File: src/rtl/core/ndp_pkg.sv
package ndp_pkg;

	// Option type codes found in the type byte
	localparam logic [7:0] OPT_SRC_MAC = 8'd1;
	localparam logic [7:0] OPT_TGT_MAC = 8'd2;
	localparam logic [7:0] OPT_PREFIX  = 8'd3;
	localparam logic [7:0] OPT_MTU     = 8'd5;
	localparam logic [7:0] OPT_DNS     = 8'd25;

	// Minimum option lengths in 8-byte units
	localparam logic [7:0] PREFIX_MIN_UNITS = 8'd4;
	localparam logic [7:0] DNS_MIN_UNITS    = 8'd3;

	// Width of the in-option byte position
	localparam int OFF_W = 11;

	// Field that a byte is shifted into
	typedef enum logic [2:0] {
		ACT_NONE,
		ACT_MAC,
		ACT_PLEN,
		ACT_FLAGS,
		ACT_WORD_A,
		ACT_WORD_B,
		ACT_ADDR
	} act_t;

	// What happens at the end of the option
	typedef enum logic [2:0] {
		FIN_NONE,
		FIN_SRC_MAC,
		FIN_TGT_MAC,
		FIN_PREFIX,
		FIN_MTU,
		FIN_DNS,
		FIN_STOP
	} fin_t;

	// Reported option kind
	typedef enum logic [2:0] {
		KIND_SRC_MAC    = 3'd0,
		KIND_TGT_MAC    = 3'd1,
		KIND_GLOBAL_PFX = 3'd2,
		KIND_ULA_PFX    = 3'd3,
		KIND_MTU        = 3'd4,
		KIND_DNS        = 3'd5,
		KIND_STOP       = 3'd6
	} kind_t;

	// Prefix classes, taken from the top of the address
	localparam logic [2:0] GLOBAL_TOP3 = 3'b001;
	localparam logic [6:0] ULA_TOP7    = 7'h7E;

	typedef struct packed {
		logic [7:0] data_byte;
		logic       last_byte;
	} in_item_t;

	typedef struct packed {
		logic [2:0]  option_kind;
		logic [47:0] mac_addr;
		logic [7:0]  prefix_length;
		logic        flag_on_link;
		logic        flag_autonomous;
		logic [31:0] valid_lifetime;
		logic [31:0] preferred_lifetime;
		logic [63:0] address_high;
		logic [63:0] address_low;
		logic [31:0] link_mtu;
	} out_item_t;

	// Command passed from the parser front to the field collector
	typedef struct packed {
		logic [7:0] data;
		act_t       act;
		fin_t       fin;
	} cmd_t;

endpackage

File: src/rtl/core/ndp_front.sv
module ndp_front
	import ndp_pkg::*;
(
	input  logic     clk,
	input  logic     arst_n,
	input  logic     byte_valid,
	output logic     byte_stall,
	input  in_item_t byte_item,
	input  logic     q_full,
	output logic     push,
	output cmd_t     push_cmd
);

	logic [OFF_W-1:0] byte_offset_q, off_d, end_off;
	logic [7:0]       opt_type_q, type_d;
	logic [7:0]       opt_units_q, units_d;
	logic             halted_q, halt_d;
	logic             accept;
	act_t             act;
	fin_t             fin;

	// Which field a byte at this position of this option feeds
	function automatic act_t gather_act(input logic [7:0] typ, input logic [OFF_W-1:0] off);
		act_t a;
		a = ACT_NONE;
		case (typ)
			OPT_SRC_MAC, OPT_TGT_MAC: begin
				if (off >= OFF_W'(2) && off <= OFF_W'(7)) a = ACT_MAC;
			end
			OPT_PREFIX: begin
				if (off == OFF_W'(2)) a = ACT_PLEN;
				else if (off == OFF_W'(3)) a = ACT_FLAGS;
				else if (off <= OFF_W'(7)) a = ACT_WORD_A;
				else if (off <= OFF_W'(11)) a = ACT_WORD_B;
				else if (off >= OFF_W'(16) && off <= OFF_W'(31)) a = ACT_ADDR;
			end
			OPT_MTU: begin
				if (off >= OFF_W'(4) && off <= OFF_W'(7)) a = ACT_WORD_A;
			end
			OPT_DNS: begin
				if (off >= OFF_W'(4) && off <= OFF_W'(7)) a = ACT_WORD_A;
				else if (off >= OFF_W'(8) && off <= OFF_W'(23)) a = ACT_ADDR;
			end
			default: a = ACT_NONE;
		endcase
		return a;
	endfunction

	// Report to make once the option's final byte is in
	function automatic fin_t finish_kind(input logic [7:0] typ, input logic [7:0] units);
		fin_t f;
		f = FIN_NONE;
		case (typ)
			OPT_SRC_MAC: f = FIN_SRC_MAC;
			OPT_TGT_MAC: f = FIN_TGT_MAC;
			OPT_PREFIX:  f = (units >= PREFIX_MIN_UNITS) ? FIN_PREFIX : FIN_NONE;
			OPT_MTU:     f = FIN_MTU;
			OPT_DNS:     f = (units >= DNS_MIN_UNITS) ? FIN_DNS : FIN_NONE;
			default:     f = FIN_NONE;
		endcase
		return f;
	endfunction

	assign byte_stall = q_full;
	assign accept     = byte_valid && !byte_stall;
	// Position of the final byte: units * 8 - 1
	assign end_off    = {opt_units_q, 3'b000} - OFF_W'(1);

	// Classify the byte and advance the option walk
	always_comb begin
		act    = ACT_NONE;
		fin    = FIN_NONE;
		off_d  = byte_offset_q;
		type_d = opt_type_q;
		units_d = opt_units_q;
		halt_d = halted_q;
		if (!halted_q) begin
			if (byte_offset_q == '0) begin
				type_d = byte_item.data_byte;
			end else if (byte_offset_q == OFF_W'(1)) begin
				units_d = byte_item.data_byte;
				if (byte_item.data_byte == 8'd0) begin
					fin    = FIN_STOP;
					halt_d = 1'b1;
				end
			end else begin
				act = gather_act(opt_type_q, byte_offset_q);
			end
			if (!halt_d) begin
				if (byte_offset_q >= OFF_W'(2) && byte_offset_q == end_off) begin
					fin   = finish_kind(opt_type_q, opt_units_q);
					off_d = '0;
				end else begin
					off_d = byte_offset_q + OFF_W'(1);
				end
			end
		end
		// packet end restarts the walk
		if (byte_item.last_byte) begin
			off_d  = '0;
			halt_d = 1'b0;
		end
	end

	always_ff @(posedge clk or negedge arst_n) begin
		if (!arst_n) begin
			byte_offset_q <= '0;
			opt_type_q    <= '0;
			opt_units_q   <= '0;
			halted_q      <= 1'b0;
		end else if (accept) begin
			byte_offset_q <= off_d;
			opt_type_q    <= type_d;
			opt_units_q   <= units_d;
			halted_q      <= halt_d;
		end
	end

	// Only bytes with work for the back end enter the queue
	assign push          = accept && (act != ACT_NONE || fin != FIN_NONE);
	assign push_cmd.data = byte_item.data_byte;
	assign push_cmd.act  = act;
	assign push_cmd.fin  = fin;

endmodule

File: src/rtl/core/ndp_queue.sv
module ndp_queue
	import ndp_pkg::*;
#(
	parameter int DEPTH = 4
) (
	input  logic clk,
	input  logic arst_n,
	input  logic push,
	input  cmd_t push_cmd,
	input  logic pop,
	output cmd_t head_cmd,
	output logic empty,
	output logic full
);

	localparam int PTR_W = (DEPTH > 1) ? $clog2(DEPTH) : 1;
	localparam int CNT_W = $clog2(DEPTH + 1);

	cmd_t             mem_q [DEPTH];
	logic [PTR_W-1:0] wr_ptr_q, rd_ptr_q;
	logic [CNT_W-1:0] count_q;

	assign empty    = (count_q == '0);
	assign full     = (count_q == CNT_W'(DEPTH));
	assign head_cmd = mem_q[rd_ptr_q];

	// Storage
	always_ff @(posedge clk) begin
		if (push) mem_q[wr_ptr_q] <= push_cmd;
	end

	// Pointers and fill count
	always_ff @(posedge clk or negedge arst_n) begin
		if (!arst_n) begin
			wr_ptr_q <= '0;
			rd_ptr_q <= '0;
			count_q  <= '0;
		end else begin
			if (push) begin
				wr_ptr_q <= (wr_ptr_q == PTR_W'(DEPTH - 1)) ? '0 : wr_ptr_q + PTR_W'(1);
			end
			if (pop) begin
				rd_ptr_q <= (rd_ptr_q == PTR_W'(DEPTH - 1)) ? '0 : rd_ptr_q + PTR_W'(1);
			end
			if (push && !pop) count_q <= count_q + CNT_W'(1);
			else if (pop && !push) count_q <= count_q - CNT_W'(1);
		end
	end

endmodule

File: src/rtl/core/ndp_back.sv
module ndp_back
	import ndp_pkg::*;
(
	input  logic      clk,
	input  logic      arst_n,
	input  cmd_t      head_cmd,
	input  logic      q_empty,
	output logic      pop,
	output logic      opt_valid,
	input  logic      opt_stall,
	output out_item_t opt_item
);

	logic [47:0] mac_q, mac_d;
	logic [7:0]  pfx_len_q, pfx_len_d;
	logic [1:0]  flag_q, flag_d;
	logic [31:0] word_a_q, word_a_d;
	logic [31:0] word_b_q, word_b_d;
	logic [63:0] addr_hi_q, addr_hi_d;
	logic [63:0] addr_lo_q, addr_lo_d;
	logic        out_valid_q;
	out_item_t   out_q;
	out_item_t   res;
	logic        has_res;

	// Output register free or being emptied this cycle
	assign pop = !q_empty && (!out_valid_q || !opt_stall);

	// Shift the byte into its field
	always_comb begin
		mac_d     = mac_q;
		pfx_len_d = pfx_len_q;
		flag_d    = flag_q;
		word_a_d  = word_a_q;
		word_b_d  = word_b_q;
		addr_hi_d = addr_hi_q;
		addr_lo_d = addr_lo_q;
		case (head_cmd.act)
			ACT_MAC:    mac_d = {mac_q[39:0], head_cmd.data};
			ACT_PLEN:   pfx_len_d = head_cmd.data;
			ACT_FLAGS:  flag_d = head_cmd.data[7:6];
			ACT_WORD_A: word_a_d = {word_a_q[23:0], head_cmd.data};
			ACT_WORD_B: word_b_d = {word_b_q[23:0], head_cmd.data};
			ACT_ADDR: begin
				addr_hi_d = {addr_hi_q[55:0], addr_lo_q[63:56]};
				addr_lo_d = {addr_lo_q[55:0], head_cmd.data};
			end
			default: ;
		endcase
	end

	// Build the report from the updated fields
	always_comb begin
		res     = '0;
		has_res = 1'b0;
		case (head_cmd.fin)
			FIN_SRC_MAC, FIN_TGT_MAC: begin
				has_res          = 1'b1;
				res.option_kind  = (head_cmd.fin == FIN_SRC_MAC) ? KIND_SRC_MAC : KIND_TGT_MAC;
				res.mac_addr     = mac_d;
			end
			FIN_PREFIX: begin
				if (addr_hi_d[63:61] == GLOBAL_TOP3) begin
					has_res         = 1'b1;
					res.option_kind = KIND_GLOBAL_PFX;
				end else if (addr_hi_d[63:57] == ULA_TOP7) begin
					has_res         = 1'b1;
					res.option_kind = KIND_ULA_PFX;
				end
				if (has_res) begin
					res.prefix_length      = pfx_len_d;
					res.flag_on_link       = flag_d[1];
					res.flag_autonomous    = flag_d[0];
					res.valid_lifetime     = word_a_d;
					res.preferred_lifetime = word_b_d;
					res.address_high       = addr_hi_d;
					res.address_low        = addr_lo_d;
				end
			end
			FIN_MTU: begin
				has_res         = 1'b1;
				res.option_kind = KIND_MTU;
				res.link_mtu    = word_a_d;
			end
			FIN_DNS: begin
				has_res            = 1'b1;
				res.option_kind    = KIND_DNS;
				res.valid_lifetime = word_a_d;
				res.address_high   = addr_hi_d;
				res.address_low    = addr_lo_d;
			end
			FIN_STOP: begin
				has_res         = 1'b1;
				res.option_kind = KIND_STOP;
			end
			default: ;
		endcase
	end

	// Field collectors
	always_ff @(posedge clk or negedge arst_n) begin
		if (!arst_n) begin
			mac_q     <= '0;
			pfx_len_q <= '0;
			flag_q    <= '0;
			word_a_q  <= '0;
			word_b_q  <= '0;
			addr_hi_q <= '0;
			addr_lo_q <= '0;
		end else if (pop) begin
			mac_q     <= mac_d;
			pfx_len_q <= pfx_len_d;
			flag_q    <= flag_d;
			word_a_q  <= word_a_d;
			word_b_q  <= word_b_d;
			addr_hi_q <= addr_hi_d;
			addr_lo_q <= addr_lo_d;
		end
	end

	// Output register
	always_ff @(posedge clk or negedge arst_n) begin
		if (!arst_n) begin
			out_valid_q <= 1'b0;
		end else if (pop) begin
			out_valid_q <= has_res;
		end else if (!opt_stall) begin
			out_valid_q <= 1'b0;
		end
	end

	always_ff @(posedge clk) begin
		if (pop && has_res) out_q <= res;
	end

	assign opt_valid = out_valid_q;
	assign opt_item  = out_q;

endmodule

File: src/rtl/core/ndp_option_parser.sv
// Channel   Direction  Handshake                Payload
// byte      in         byte_valid / byte_stall  byte_item (in_item_t)
// opt       out        opt_valid / opt_stall    opt_item (out_item_t)
//
// One byte is taken per cycle while the command queue is not full; with the
// queue empty, the option's final byte is written into the queue, then the back
// collects it into the output register, from which opt_valid rises.
// The front stalls only when the command queue (QUEUE_DEPTH entries) is full.
// A stalled report holds in the output register while the front keeps parsing.
// arst_n clears the option walk, the queue and the output valid.
module ndp_option_parser
	import ndp_pkg::*;
#(
	parameter int QUEUE_DEPTH = 4
) (
	input  logic      clk,
	input  logic      arst_n,
	input  logic      byte_valid,
	output logic      byte_stall,
	input  in_item_t  byte_item,
	output logic      opt_valid,
	input  logic      opt_stall,
	output out_item_t opt_item
);

	logic q_full, q_empty, push, pop;
	cmd_t push_cmd, head_cmd;

	ndp_front u_front (
		.clk        (clk),
		.arst_n     (arst_n),
		.byte_valid (byte_valid),
		.byte_stall (byte_stall),
		.byte_item  (byte_item),
		.q_full     (q_full),
		.push       (push),
		.push_cmd   (push_cmd)
	);

	ndp_queue #(
		.DEPTH (QUEUE_DEPTH)
	) u_queue (
		.clk      (clk),
		.arst_n   (arst_n),
		.push     (push),
		.push_cmd (push_cmd),
		.pop      (pop),
		.head_cmd (head_cmd),
		.empty    (q_empty),
		.full     (q_full)
	);

	ndp_back u_back (
		.clk       (clk),
		.arst_n    (arst_n),
		.head_cmd  (head_cmd),
		.q_empty   (q_empty),
		.pop       (pop),
		.opt_valid (opt_valid),
		.opt_stall (opt_stall),
		.opt_item  (opt_item)
	);

endmodule
File: config.mk
export PLATFORM = sky130hd
export DESIGN_NAME = ndp_option_parser
export DESIGN_NICKNAME = d
export VERILOG_FILES = /design/src/rtl/core/ndp_pkg.sv /design/src/rtl/core/ndp_front.sv /design/src/rtl/core/ndp_queue.sv /design/src/rtl/core/ndp_back.sv /design/src/rtl/core/ndp_option_parser.sv
export SDC_FILE = /design/constraint.sdc
export NUM_CORES = 1
export LEC_CHECK = 0
export BUFFER_PORTS_ARGS = -buffer_cell sky130_fd_sc_hd__buf_2
export CELL_PAD_IN_SITES_DETAIL_PLACEMENT = 0
export CELL_PAD_IN_SITES_GLOBAL_PLACEMENT = 1
export CORE_AREA = 2 2 230 232
export DETAILED_ROUTE_END_ITERATION = 10
export DIE_AREA = 0 0 232 234
export PLACE_DENSITY = 0.88
export RECOVER_POWER = 100
export SLEW_MARGIN = 5
export SYNTH_ARGS = -nofsm -noshare
export SYNTH_HDL_FRONTEND = slang
export SYNTH_SLANG_ARGS = --single-unit
File: constraint.sdc
create_clock -name clk -period 41.8 [get_ports clk]
set_input_delay 8.36 -clock clk [delete_from_list [all_inputs] [get_ports clk]]
set_output_delay 8.36 -clock clk [all_outputs]
set_load 0.005 [all_outputs]
### After elaboration in Yosys (flattened, before gate mapping)

Memory sizes are Yosys's and may differ from the RTL's.
Cells that the tools add are included.

* word-level logic and storage cells: 163
* flip-flop bits (word level): 571
* memories kept: 1
* RAM bits: 56
* output and inout port bits: 287
* input bits: 13

* add/subtract/negate cells: 6
* bitwise gates (word level): 2
* $lt $le $gt $ge: 10
* reductions and logical operators: 32
* equal/unequal tests: 29
* muxes and demuxes: 58

Memories
* u_queue.mem_q: words 4, width 14, read ports 1, clocked after memory_dff 0, wr ports 1, RTL line ndp_queue.sv:19 `cmd_t mem_q [DEPTH];`

Operators by type and width (number)
* 128-bit one-hot mux with 2 select lines: 1
* 192-bit two-way mux: 1
* 64-bit two-way mux: 2
* 32-bit two-way mux: 2
* 32-bit one-hot mux with 2 select lines: 1
* 3-bit two-way mux: 21
* 48-bit two-way mux: 1
* 11-bit two-way mux: 4
* 3-bit one-hot mux with 5 select lines: 2
* 11-bit by 2-bit equality test with 1-bit output, second input constant: 2
* 11-bit by 5-bit less-or-equal comparator with 1-bit output, second input constant: 2
* 3-bit equality test, second input constant: 7
* 8-bit by 2-bit equality test with 1-bit output, second input constant: 2
* 1-bit two-way mux: 15
* 3-bit by 2-bit equality test with 1-bit output, second input constant: 4
* 3-bit one-hot mux with 4 select lines: 1
* 11-bit by 1-bit adder with 11-bit output, second input constant: 1
* 11-bit by 1-bit equality test with 1-bit output, second input constant: 1
* 11-bit equality test: 1
* 11-bit by 2-bit greater-or-equal comparator with 1-bit output, second input constant: 1
* 11-bit by 3-bit greater-or-equal comparator with 1-bit output, second input constant: 1
* 11-bit by 4-bit greater-or-equal comparator with 1-bit output, second input constant: 1
* 11-bit by 5-bit greater-or-equal comparator with 1-bit output, second input constant: 1
* 11-bit by 3-bit less-or-equal comparator with 1-bit output, second input constant: 1
* 32 further kinds: 61

### Longest topological paths before layout

Gate-level depths: netlist (run 1).

* word-level depth: 18
* gate-level depth with buffers: 15
* mapped depth without buffers: 15

### Hierarchy

From an unflattened synthesis (run 1), not the netlist that was laid out.

* cells, all modules: 2053
* area, all modules: 26864.5 um2

By module, submodules not included
* ndp_back: sequential area each 14839.2 um2, area each 22182.5 um2, times used 1, cells each 1690
* ndp_queue: sequential area each 1856.8 um2, area each 2467.4 um2, times used 1, cells each 110
* ndp_front: sequential area each 700.7 um2, area each 2214.6 um2, times used 1, cells each 253

### Worst setup path after synthesis (run 1)

Ideal clock, no wire load.

* path kind: input -> register
* start point: in opt_stall
* end point: reg u_back.out_q (netlist bit u_back.opt_item[0]), enable pin
* cell stages on the path: 5
* library setup time: 1104 ps
* setup slack: 17643 ps
* data arrival time: 23053 ps
* buffers on the path: 1
* required time: 40696 ps
* cell sequence: nand2_1 > o31a_1 > inv_1 > clkbuf_1 > a31oi_1

* longest elaborated chain between the ends: 4

Ends and longest elaborated chain
* from (decl): RTL line ndp_option_parser.sv:22 `input logic opt_stall,`
* 1-bit logical NOT: RTL line ndp_back.sv:27 `assign pop = !q_empty && (!out_valid_q || !opt_stall);`
* 1-bit logical OR: RTL line ndp_back.sv:27
* 1-bit logical AND: RTL line ndp_back.sv:27
* 1-bit logical AND: RTL line ndp_back.sv:133 `if (pop && has_res) out_q <= res;`
* to (signal assigned): RTL line ndp_back.sv:133
* to (decl): RTL line ndp_back.sv:22 `out_item_t out_q;`

Every way passes these cells.
A chain may end at the register's enable or synchronous reset.

==> flow_summary.ini, run 1 <==
[status]
outcome = complete, but fails checks
violations = capacitance limit, slew limit

[power]
p_leak_nw = 11.4
internal-power_w = 0.00149
seqPwrFrac = 0.515
clock_power_share = 0.262
totalPowerFinal_w = 0.00215
p_switching_w = 0.000660
powerDensity_nw_per_um2 = 71.2
ir_drop_mv = 0.0927
switching_share = 0.307
combPwrFrac = 0.224

[setup_path]
cp_data_arrival_time_ns = 17.34
cp.required_ns = 41.61
startpoint = arst_n
path_class = input port to async pin
start_kind = input port
regToRegStartpoint = u_queue.rd_ptr_q[1]
crit_fanout = 103
end_kind = async pin

[clock_network]
cts-htree-levels = 2
insertion_delay_ns = 0.62
cts_tree = done
cts_sinks = 627
clk_path_buf_depth = 3
cts.clk_slew.worst_paths_ns = 0.06
numCtsBuffers = 61
post_cts_buffers = 0
cts_hold_buf = 0
root_buffer = clkbuf_16
postCtsResizedCells = 0

[min_path]
min-delay-start = u_back.flag_q[0]
min_path_type = flip-flop to flip-flop

[yosys]
synth_area_sq_um = 26700
yosysTopAreaCell = edfxtp_1
ys_types = 63
synth_area_leaders = edfxtp_1, dfrtp_1, mux2_2
synthMostInstantiatedCell = nand2_1
syn_nets = 2076
ys_seq_elements = 627
syn_avg_cell_area_sq_um = 13.0
netlist.area_leader.share = 0.384
async_reset_ff_frac = 0.456
synthCells = 2050
yosys-top-cells-count = nand2_1, edfxtp_1, dfrtp_1
synth_ff_type = edfxtp_1
yosys_warnings = 0
synth_enable_flop_cells = 341
synth_seq_area_share = 0.652

[drt]
dr.pass1.iters = 6
drt_first_iter_violations = 1331
drt-vias-per-instance = 5.51
routed_wl_um = 59200
ant_nets = 0
vias = 16811
routedWlPerCell_um = 19.4
drc = 0

[placed_design]
post-place-ws_ns = 30.60
dp_hpwl_um = 37800
place.port_buffers = 299
place_congestion = 0.852

[sta]
finClkSkew_ns = 0.0203
fmax_ghz = 0.0571
fin_hold_ws_ns = 0.489
min_period_over_period = 0.419
layout_min_cycle_time_ns = 17.53
setup_viol = 0
max_slew_margin = -5.50
hold_viol_final = 0
setup-tns-final_ns = 0
tightest_slew_ns = 9.76
slew_violations = 1164
rsz0062_at_grt = false
finalWorstSetupSlack_ns = 24.28

[global_routing]
grt_usage = 0.214
grt_pass1_wl_um = 90400
grt_max_degree = 185
antenna_found_initial = 1
globalRouteOverflowTotal = 0
grt_pass1_vias = 16056

[floorplan]
die_area_sq_um = 54300
rows = 84
fp.dieW_um = 232
initial_core_util = 0.513
die_y_um = 234
core_area_sq_um = 52000
io_pins = 300

[layout]
fill_cells = 4235
layout-drive-gt1-share = 0.227
area_growth_pct = 13.0
final_nets = 2333

[job]
maxCapViolCount = 20
-- layout make-up --
class                   count  area [sq um]  area share
inverters                  19          71.3     0.00236
clock buffers              79          1670      0.0555
repair buffers            323          1390      0.0460
clock inverters            36           387      0.0128
diodes                      3          7.51    0.000249
multi-input cells        1275          8380       0.278
well taps                 688           861      0.0285
flip-flops and latches    627         17400       0.577
-- state kept, by name, indices dropped and copies added (netlist names) --
name                   count
u_back.addr_lo_q          64
u_back.pfx_len_q           8
u_back.addr_hi_q          64
u_back.word_a_q           32
u_front.opt_type_q         8
u_front.byte_offset_q     11
u_queue.mem_q             56
u_queue.wr_ptr_q           2
u_queue.count_q            3
u_front.opt_units_q        8
u_back.flag_q              2
u_front.halted_q           1
u_back.mac_q              48
u_queue.rd_ptr_q           2
u_back.opt_valid           1
u_back.word_b_q           32
u_back.opt_item          285
-- logic make-up (layout without fill, tap and decap cells) --
logic type	Yosys count	count (layout)	share of synthesized area
AOI/OAI and AO/OA	285	285	0.0713
adders and majority gates	13	13	0.00637
xor gates and xnor gates	17	17	0.00558
DFF	627	627	0.652
buffers and inverters	148	457	0.0254
and+or+nand+nor	638	638	0.0999
muxes	322	322	0.140
other	0	3	0
-- power groups by stage --
| stage | logic, W | clock network (W) | registers [W] |
|---|---|---|---|
| after floorplan | 0.000229 | 0 | 0.00109 |
| after global placement | 0.000506 | 0 | 0.00106 |
| after detailed placement | 0.000518 | 0 | 0.00107 |
| after CTS | 0.000520 | 0.000572 | 0.00106 |
| after global routing | 0.000533 | 0.000597 | 0.00113 |
| final | 0.000480 | 0.000562 | 0.00111 |
-- final timing paths --
check	end	slack, ns	cells after the start
hold reg to reg	u_back.flag_q[0]	0.49	2
setup / recovery	u_back.addr_lo_q[19]	24.28	3
setup reg to reg	u_back.opt_item[120]	28.84	8
min in group asynchronous	u_back.word_b_q[26]	9.80	1
max in group clk	u_back.opt_item[120]	25.49	6
hold / removal	u_back.flag_q[0]	0.49	2
-- layer usage --
metal  wire length, um  global-route usage
met1             25100               0.290
met2             29100               0.346
met3              3030              0.0389
met4              2050              0.0829
met5                 0                   0
-- placed cells by master, fill, tap and decap left out, drive strengths merged, types with 5 or more instances in the layout --
| cell | Yosys | final |
|---|---|---|
| nand2 | 444 | 444 |
| edfxtp | 341 | 341 |
| dfrtp | 286 | 286 |
| clkbuf | 91 | 275 |
| mux2 | 265 | 265 |
| a21oi | 217 | 217 |
| buf | 38 | 127 |
| nor2 | 99 | 99 |
| mux2i | 43 | 43 |
| clkinv | 0 | 24 |
| o21ai | 22 | 22 |
| inv | 19 | 21 |
| mux4 | 14 | 14 |
| nor2b | 12 | 12 |
| ha | 12 | 12 |
| nor3 | 11 | 11 |
| xnor2 | 9 | 9 |
| nand3 | 9 | 9 |
| nor3b | 9 | 9 |
| nor4 | 8 | 8 |
| and3 | 8 | 8 |
| xor2 | 8 | 8 |
| o31ai | 8 | 8 |
| bufinv | 0 | 8 |
| nand2b | 7 | 7 |
| nand4 | 5 | 5 |
-- through the flow --
| step | utilization | area [sq um] | cells |
|---|---|---|---|
| final | 0.580 | 30200 | 3050 |
| after global routing | 0.580 | 30200 | 3048 |
| after CTS | 0.592 | 30800 | 3047 |
| after detailed placement | 0.552 | 28700 | 2932 |
| after global placement | 0.552 | 28700 | 2932 |
| after floorplan | - | 26700 | 2050 |
-- critical path, cell delays in order --
cell	delay, ns
clkbuf_1	3.86
clkbuf_1	2.08
clkbuf_1	2.84
(Power assumes the default switching activity.)
==> run 2, diff against run 1 <==
CORE_AREA = 2 2 239 241   (was 2 2 230 232)
DIE_AREA = 0 0 241 243   (was 0 0 232 234)
PLACE_DENSITY = 0.82   (was 0.88)
clock period = 16.95 ns   (was 41.8 ns; I/O delays follow)
==> run 2 against run 1 <==
- the flow still finishes with violations (capacitance limit, slew limit)
- flip-flop and latch count did not move
- design area rose by 0.95%
- utilization fell by 3.6 points
- first-iteration DRC count rose by 12%
- clock skew rose by 0.0028 ns
- critical path depth rose by 5
- critical endpoint is now u_back.addr_lo_q[47]
- largest cell class unchanged
==> flow_summary.ini, run 2 (synthesis gave the netlist of run 1 again) <==
[global_routing]
grt_max_degree = 177
grt_usage = 0.206
globalRouteOverflowTotal = 0
grt_pass1_wl_um = 93700
antenna_found_initial = 0
grt_pass1_vias = 16254

[clock_network]
cts_sinks = 627
root_buffer = clkbuf_16
post_cts_buffers = 0
cts_hold_buf = 0
cts.clk_slew.worst_paths_ns = 0.06
cts_tree = done
numCtsBuffers = 67
clk_path_buf_depth = 3
postCtsResizedCells = 0
cts-htree-levels = 3
insertion_delay_ns = 0.60

[min_path]
hold_depth = 2
min_path_type = flip-flop to flip-flop

[setup_path]
cp_data_arrival_time_ns = 10.11
reg2regPathDepth = 9
cp.required_ns = 17.46
end_kind = flip-flop
crit_fanout = 77
r2r_slack_ns = 7.68
start_kind = input port
path_class = input port to flip-flop

[floorplan]
die_y_um = 243
fp.dieW_um = 241
rows = 87
io_pins = 300
die_area_sq_um = 58600
core_area_sq_um = 56000
initial_core_util = 0.477

[layout]
n_antenna_cell = 0
final_common_cell = nand2_1
final_cell_mix = nand2_1, edfxtp_1, dfrtp_1, mux2_2, a21oi_1
area_growth_pct = 14.1
register_area_sq_um = 17400
largest_reg_flops = 285
final_nets = 2336
fill_cells = 4810
layout-drive-gt1-share = 0.234
multi_input_area_sq_um = 8390

[job]
maxCapViolCount = 15

[sta]
hold_viol_final = 0
slew_violations = 775
tightest_slew_ns = 6.71
rsz0062_at_grt = false
finClkSkew_ns = 0.0231
layout_min_cycle_time_ns = 9.60
min_period_over_period = 0.566
setup_viol = 0
fmax_ghz = 0.104
setup-tns-final_ns = 0
max_slew_margin = -3.48

[drt]
drt_first_iter_violations = 1490
drt-vias-per-instance = 5.39
routedWlPerCell_um = 19.5
ant_nets = 0
routed_wl_um = 60900
dr.pass1.iters = 5
vias = 16796
drc = 0

[placed_design]
place.port_buffers = 299
place_congestion = 0.887
dp_hpwl_um = 38300

[power]
powerDensity_nw_per_um2 = 174
ir_drop_mv = 0.209
p_leak_nw = 11.6
totalPowerFinal_w = 0.00531

[status]
outcome = complete, but fails checks
violations = capacitance limit, slew limit
==> run 2: cell count changes in the layout (fill, tap and decap cells not counted), sizes merged <==
cell      previous run  this run
buf                127       147
clkbuf             275       273
diode                3         0
clkinv              24        16
inv                 21        20
clkinvlp             2         0
bufinv               8         5
==> run 2: area by class of cell <==
cell class,instances,area share
Sequential cell,627,0.571
Inverter,19,0.00234
Clock inverter,22,0.00772
Tap cell,756,0.0311
Timing Repair Buffer,320,0.0469
Multi-Input combinational cell,1275,0.275
Clock buffer,100,0.0652
==> run 2: path summary, 6_finish.rpt <==
| path | to | from |
|---|---|---|
| max | u_back.addr_lo_q[47] | opt_stall |
| min | u_back.flag_q[1] | u_back.flag_q[1] |
| max reg2reg | u_back.opt_item[16] | u_queue.rd_ptr_q[0] |
| min reg2reg | u_back.flag_q[1] | u_back.flag_q[1] |
| max in group asynchronous | u_back.word_b_q[10] | arst_n |
| min in group asynchronous | u_back.mac_q[40] | arst_n |
==> run 2: per-stage QoR <==
stage | worst slack, ns | instances | hold slack (ns) | util | instance area, sq um
floorplan | 3.87 | 2050 | 0.450 | - | 26700
global placement | 10.63 | 2997 | 0.462 | 0.515 | 28800
detailed placement | 10.58 | 2997 | 0.482 | 0.515 | 28800
CTS | 11.22 | 3119 | 0.492 | 0.554 | 31000
global route | 6.32 | 3119 | 0.517 | 0.544 | 30500
finish | 7.35 | 3119 | 0.491 | 0.544 | 30500
==> run 2: critical path, stage by stage <==
cell	delay, ns
clkbuf_1	0.08
nand2_1	0.11
o31a_1	0.22
inv_1	0.27
nor2_4	0.14
clkbuf_1	2.08
clkbuf_1	3.08
mux2_2	0.60
==> run 2: per-layer routing <==
layer	global-route usage	routed length (um)	part of all wire
met1	0.280	26100	0.43
met2	0.328	29800	0.49
met3	0.0364	3040	0.050
met4	0.0886	1930	0.032
met5	0	0	0
==> run 2: report_power, final <==
group	internal (W)	switching, W	total, W
Combinational	0.000451	0.000747	0.00120
Sequential	0.00230	0.000336	0.00264
Clock	0.000886	0.000582	0.00147
